## src/sv/arq_pkg.sv

```systemverilog
// shared types, constants and helpers for the ack retransmit queue unit
// no dependencies; imported by every module of the block
package arq_pkg;

  localparam int PRIO_DEPTH = 100;
  localparam int NORM_DEPTH = 5;
  localparam int MEM_DEPTH  = PRIO_DEPTH + NORM_DEPTH;
  localparam int AW         = $clog2(MEM_DEPTH);
  localparam int MAX_DEPTH  = (PRIO_DEPTH > NORM_DEPTH) ? PRIO_DEPTH : NORM_DEPTH;
  localparam int CW         = $clog2(MAX_DEPTH + 1);
  localparam int PW         = $clog2(PRIO_DEPTH + 1);
  localparam int NW         = $clog2(NORM_DEPTH + 1);

  localparam int CFG_IW = 2;
  localparam int CFG_DW = 27;

  localparam logic [CFG_IW-1:0] REG_BACKOFF_BASE = 2'd0;
  localparam logic [CFG_IW-1:0] REG_BACKOFF_SPAN = 2'd1;
  localparam logic [CFG_IW-1:0] REG_OWN_SERIAL   = 2'd2;

  localparam logic [15:0] BASE_RESET   = 16'd1500;
  localparam logic [15:0] SPAN_RESET   = 16'd2000;
  localparam logic [26:0] SERIAL_RESET = 27'd20260002;

  localparam logic [31:0] LFSR_SEED = 32'h2F6E2B1D;
  localparam logic [31:0] LFSR_MASK = 32'h80200003;

  localparam logic [1:0] OP_TICK  = 2'd0;
  localparam logic [1:0] OP_STORE = 2'd1;
  localparam logic [1:0] OP_ACK   = 2'd2;

  localparam logic [2:0] ST_IDLE    = 3'd0;
  localparam logic [2:0] ST_STORED  = 3'd1;
  localparam logic [2:0] ST_EVICTED = 3'd2;
  localparam logic [2:0] ST_DUP     = 3'd3;
  localparam logic [2:0] ST_SENT    = 3'd4;
  localparam logic [2:0] ST_EXPIRED = 3'd5;
  localparam logic [2:0] ST_ACKED   = 3'd6;
  localparam logic [2:0] ST_IGNORED = 3'd7;

  typedef struct packed {
    logic [1:0]  op;
    logic [31:0] msg_uid;
    logic [31:0] payload_ref;
    logic        is_priority;
    logic [3:0]  retry_limit;
    logic [26:0] ack_serial;
  } req_t;

  typedef struct packed {
    logic [2:0]  status;
    logic [31:0] out_uid;
    logic [31:0] out_payload;
    logic [7:0]  attempt;
    logic        from_priority;
  } res_t;

  typedef struct packed {
    logic [31:0] uid;
    logic [31:0] payload;
    logic [7:0]  tries;
    logic [3:0]  limit;
  } entry_t;

  typedef struct packed {
    logic         wr_en;
    logic [AW-1:0] wr_addr;
    entry_t       wr_data;
    logic [AW-1:0] rd_addr;
  } mem_ctl_t;

  function automatic logic [31:0] lfsr_step(input logic [31:0] x);
    lfsr_step = x[0] ? ((x >> 1) ^ LFSR_MASK) : (x >> 1);
  endfunction

endpackage

```

## src/sv/arq_mod_unit.sv

```systemverilog
// bit-serial remainder unit: 32-bit value modulo 16-bit span, one bit a cycle
// depends on arq_pkg
module arq_mod_unit (
  input  logic        clk,
  input  logic        rst_n,
  input  logic        start,
  input  logic [31:0] dividend,
  input  logic [15:0] divisor,
  output logic        done,
  output logic [15:0] remainder
);
  import arq_pkg::*;

  logic        run_r, run_nxt;
  logic [4:0]  cnt_r, cnt_nxt;
  logic [31:0] dvd_r, dvd_nxt;
  logic [15:0] div_r, div_nxt;
  logic [15:0] rem_r, rem_nxt;
  logic        done_r, done_nxt;
  logic [16:0] trial;

  always_comb begin
    run_nxt  = run_r;
    cnt_nxt  = cnt_r;
    dvd_nxt  = dvd_r;
    div_nxt  = div_r;
    rem_nxt  = rem_r;
    done_nxt = 1'b0;
    trial    = {rem_r, dvd_r[31]};
    if (start) begin
      run_nxt = 1'b1;
      cnt_nxt = '0;
      dvd_nxt = dividend;
      div_nxt = divisor;
      rem_nxt = '0;
    end else if (run_r) begin
      // restoring step
      if (trial >= {1'b0, div_r}) begin
        rem_nxt = 16'(trial - {1'b0, div_r});
      end else begin
        rem_nxt = trial[15:0];
      end
      dvd_nxt = dvd_r << 1;
      cnt_nxt = cnt_r + 5'd1;
      if (cnt_r == 5'd31) begin
        run_nxt  = 1'b0;
        done_nxt = 1'b1;
      end
    end
  end

  always_ff @(posedge clk) begin
    if (!rst_n) begin
      run_r  <= 1'b0;
      done_r <= 1'b0;
      cnt_r  <= '0;
    end else begin
      run_r  <= run_nxt;
      done_r <= done_nxt;
      cnt_r  <= cnt_nxt;
    end
    dvd_r <= dvd_nxt;
    div_r <= div_nxt;
    rem_r <= rem_nxt;
  end

  assign done      = done_r;
  assign remainder = (div_r == 16'd0) ? 16'd0 : rem_r;

endmodule

```

## config.mk

```make
export PLATFORM = sky130hd
export DESIGN_NAME = arq_mod_unit
export DESIGN_NICKNAME = d
export VERILOG_FILES = /design/src/sv/arq_pkg.sv /design/src/sv/arq_mod_unit.sv
export SDC_FILE = /design/constraint.sdc
export NUM_CORES = 1
export LEC_CHECK = 0
export CAP_MARGIN = 20
export CORE_MARGIN = 3
export CORE_UTILIZATION = 25
export CTS_CLUSTER_SIZE = 10
export DETAILED_ROUTE_END_ITERATION = 12
export DONT_BUFFER_PORTS = 1
export HOLD_SLACK_MARGIN = 0.03
export PLACE_DENSITY = 0.4
export SLEW_MARGIN = 20
export SYNTH_ARGS = -nofsm -noshare
export SYNTH_HDL_FRONTEND = slang
export SYNTH_SLANG_ARGS = --single-unit
```

## constraint.sdc

```tcl
create_clock -name clk -period 2.65 [get_ports clk]
set_clock_uncertainty 0.2 [all_clocks]
set_input_delay 0.1325 -clock clk [delete_from_list [all_inputs] [get_ports clk]]
set_output_delay 0.1325 -clock clk [all_outputs]
set_load 0.01 [all_outputs]
```

-- Yosys cells after proc, flatten, opt, wreduce, memory -nomap -nowiden
Index checks and enable logic that the tools add are counted.
- multiplexer cells: 8
- add/subtract/negate cells: 2
- reduce and logical (&&, ||, !) cells: 4
- equal/unequal tests: 1
- bitwise gates (word level): 2
- $lt $le $gt $ge: 1
- operators by type and width (operator ; number):
    32-bit two-way mux ; 2
    16-bit two-way mux ; 2
    17-bit by 16-bit >= comparator with 1-bit output ; 1
    16-bit logical NOT ; 1
    16-bit subtractor ; 1
    5-bit by 1-bit adder with 5-bit output (second input constant) ; 1
    5-bit == test (second input constant) ; 1
    1-bit two-way mux ; 4
    3-bit OR reduction ; 1
    1-bit NOT ; 2
    2-bit nonzero test ; 1
    2-bit OR reduction ; 1
- bits in registers: 71
- bits of input ports: 51

-- Depth between registers and ports, before layout
- depth after elaboration: 4
- depth in mapped cells: 11
- mapped depth without buffers: 10

-- Worst setup path before layout
Ideal clock, no wire load.
- path type: flip-flop to flip-flop
- from: register div_r[4]
- to: register rem_r[0]
- cell stages (with the launch flop): 11
- setup slack: 0.111 ns
- data required time: 2.303 ns
- path buffers: 2
- arrival: 2.192 ns
- setup time: 0.147 ns
- cells stage by stage: edfxtp_1 -> inv_1 -> ha_1 -> nand2_2 -> a211o_1 -> a211o_1 -> a211oi_4 -> or2_1 -> buf_6 -> buf_8 -> a311oi_1
- word-level cells in the longest chain between the ends: 2
- ends and longest elaborated chain (what ; line ; RTL):
    start, declared ; arq_mod_unit.sv:17 ; logic [15:0] div_r, div_nxt;
    start signal, assigned ; arq_mod_unit.sv:63 ; div_r <= div_nxt;
    17-bit by 16-bit >= comparator with 1-bit output ; arq_mod_unit.sv:38 ; if (trial >= {1'b0, div_r}) begin
    16-bit two-way mux ; arq_mod_unit.sv:38 ;
    end signal, assigned ; arq_mod_unit.sv:64 ; rem_r <= rem_nxt;
    end, declared ; arq_mod_unit.sv:18 ; logic [15:0] rem_r, rem_nxt;
No other way between the ends.
A chain may end at the register's enable or synchronous reset.

-- Final worst setup path
Same ends and word-level chain as after synthesis.

==> metrics.yaml <==
start_util: 0.2563
layout.nets: 512
cts_tree: "done"
gp_congestion: 0.8477
cap_violations: 0
portBuffers: 0
synth_cell_types: 52
worstPathArrival_ns: 2.62
drive_above_1_share: 0.2349
yosys-top-cells-area: "edfxtp_1, dfxtp_1, mux2_2"
period_share: 0.9654
startpoint_type: "register"
cts_max_path_buffers: 2
syn2layout_area_growth_pct: 36.32
reg2reg_depth: 9
grt_start_max_net_pins: 68
fin_util: 0.3493
wl_per_cell_um: 15.88
coreArea_mm2: 0.01526
grt_pass1_vias: 3139
fill_cells: 1561
tightest_slew_ns: 0.5891
synth_top_area_share: 0.3686
total_power_w: 0.003241
synth_seq_area_share: 0.4864
placed_area_mm2: 0.004330
critPathRequiredTime_ns: 2.71
ios: 68
p_leak_nw: 2.082
powerDensity_mw_per_mm2: 608.0
cts_sinks: 71
synthCells: 358
cts.clk_slew.worst_paths_ns: 0.06
num_antenna_cells: 0
vias: 3051
die-area_mm2: 0.01718
antenna_found_initial: 0
vdd_drop_max_uv: 371.5
clk_latency_ns: 0.35
cp_max_fo: 5
regArea_mm2: 0.001902
synthesis.area_mm2: 0.003910
r2r-end: "rem_r[0]"
synth_edf_count: 48
rows: 45
drv_slew: 0
synth_ff_type: "edfxtp_1"
drt_first_iter_violations: 176
maxSlewHeadroom: 0.6058
period_minus_slack_ns: 2.558
grt_pass1_wl_um: 16170
multiInputGateArea_mm2: 0.001931
drcViolationCount: 0
synth_area_leader_cell: "edfxtp_1"
hold_start: "divisor[8]"
hpwl_um: 7408
fmax_mhz: 390.9
min_to: "div_r[8]"
drt-total-wl_um: 10450
antenna_left: 0
clock-root-buffer: "clkbuf_16"
hp-class: "in2reg"
cts_made_buffers: 9
firstDrtPassIters: 4
hold_violations: 0
final_area_mm2: 0.005330
drt-vias-per-instance: 4.637
critical_path_class: "reg2reg"
syn_nets: 428
chipHeight_um: 131.1
endpoint_kind: "register"
setup_viol: 0
die_w_um: 131.1
hold_depth: 1
timing.hold.ws_ns: 0.2108
yosys_warnings: 0
synth_area_per_cell_um2: 10.92
status: "finished clean"
postSynth.asyncResetShare: 0
grt_usage: 0.1245
reg2reg_from: "div_r[4]"
ys_ff_latch: 71
overflow: 0
rrSetupSlack_ns: 0.09
htree_num_levels: 3
-- power by group --
part / switching [W] / total (W) / internal, W
clock: 0.000510 / 0.00124 / 0.000732
combinational: 0.000326 / 0.000654 / 0.000327
sequential: 0.0000547 / 0.00135 / 0.00129
-- cells in the mapped netlist (2+ instances only) --
| cell | number |
|---|---|
| a211oi_1 | 4 |
| ha_1 | 18 |
| o41a_1 | 2 |
| edfxtp_1 | 48 |
| dfxtp_1 | 23 |
| clkbuf_1 | 8 |
| o311a_1 | 8 |
| o221ai_1 | 3 |
| o31ai_1 | 2 |
| nor3_1 | 4 |
| mux2i_1 | 2 |
| nand3_1 | 3 |
| inv_1 | 22 |
| buf_6 | 2 |
| nor2_1 | 35 |
| mux2_2 | 32 |
| o21bai_1 | 3 |
| o21a_1 | 7 |
| a21oi_1 | 17 |
| xor2_1 | 8 |
| buf_1 | 3 |
| o211ai_1 | 10 |
| and2_1 | 17 |
| nand2b_1 | 3 |
| buf_2 | 2 |
| nand2_1 | 20 |
| nand4_1 | 3 |
| a21o_1 | 2 |
| xnor2_1 | 4 |
| a211o_1 | 2 |
| nor4_1 | 8 |
| a311oi_1 | 2 |
| a31oi_1 | 2 |
| o21ai_0 | 9 |
| and3_1 | 3 |
-- cells by family (layout without fill, tap and decap cells) --
logic type	Yosys count	count (layout)	share of synthesized area
simple gates	102	102	0.1267
fa+ha+maj	19	19	0.06272
flops	71	71	0.4864
mux	34	34	0.09728
compound gates	81	81	0.1549
xor+xnor	12	12	0.02688
buf+inv	39	128	0.04512
-- flip-flops by register name (all words and copies together) (netlist names) --
signal and flops:
dvd_r 32, done 1, div_r 16, cnt_r 5
rem_r 16, run_r 1
-- final cells by class --
class | instances | share of cell area
Multi-Input combinational cell | 248 | 0.3622
Sequential cell | 71 | 0.3568
Timing Repair Buffer | 90 | 0.1603
Tap cell | 211 | 0.04953
Clock buffer | 9 | 0.04225
Inverter | 22 | 0.01549
Clock inverter | 7 | 0.01338
-- cell usage in the layout, fill, tap and decap left out, types with 3 or more instances in the layout --
master,count
dlygate4sd3_1,50
buf_4,33
mux2_2,32
o311a_1,8
and3_1,3
ha_1,13
and2_1,17
nand4_1,3
a211oi_1,3
o21bai_1,3
edfxtp_1,48
o221ai_1,3
dfxtp_1,23
clkbuf_16,9
nand3_1,3
o211ai_1,10
nand2_1,20
o21a_1,7
nor3_1,4
o21ai_0,6
xor2_1,8
inv_1,20
nor2_1,34
ha_4,4
clkinv_2,3
xnor2_1,4
a21oi_1,17
buf_6,3
nor4_1,8
-- critical path, stage by stage, from the launching register on --
cell	delay, ns
edfxtp_1	0.36
inv_2	0.06
ha_4	0.29
nand2_4	0.07
a211o_1	0.31
a211o_1	0.32
a211oi_4	0.34
buf_2	0.23
nor4_1	0.06
a311oi_1	0.23
-- metal layers --
metal,vias to the layer above,wire (um),GRT usage
met5,-,0,0
met4,0,230,0.04598
met3,16,570,0.04781
met2,69,4992,0.2016
met1,1464,4652,0.1505
li1,1502,-,-
-- what timing repair did --
| action | CTS | global route |
|---|---|---|
| hold buffers | 51 | 0 |
| cloned | 0 | 2 |
| resized for setup | 1 | 26 |
| endpoints found under the setup margin | 2 | 15 |
| pin swaps | 1 | 4 |
| endpoints found under the hold margin | 87 | 0 |
| buffers inserted | 0 | 7 |
-- worst max-delay path by stage --
stage,from,endpoint,cells past startpoint,slack (ns)
2_1_floorplan,div_r[4],rem_r[0],10,0.11
3_3_place_gp,dvd_r[31],rem_r[12],10,-0.01
3_5_place_dp,dvd_r[31],rem_r[12],10,-0.06
4_1_cts,dvd_r[31],rem_r[12],10,0.02
5_1_grt,dvd_r[31],rem_r[8],12,-0.05
6_report,div_r[4],rem_r[0],9,0.09
-- per-stage QoR --
step	instances	setup WS (ns)	TNS [ns]
global placement	582	-0.01389	-0.01389
global route	658	-0.04546	-0.07986
CTS	649	0.01737	0
detailed placement	582	-0.06049	-0.06049
finish	658	0.09156	0
floorplan	358	0.1108	0
(Power assumes the default switching activity.)
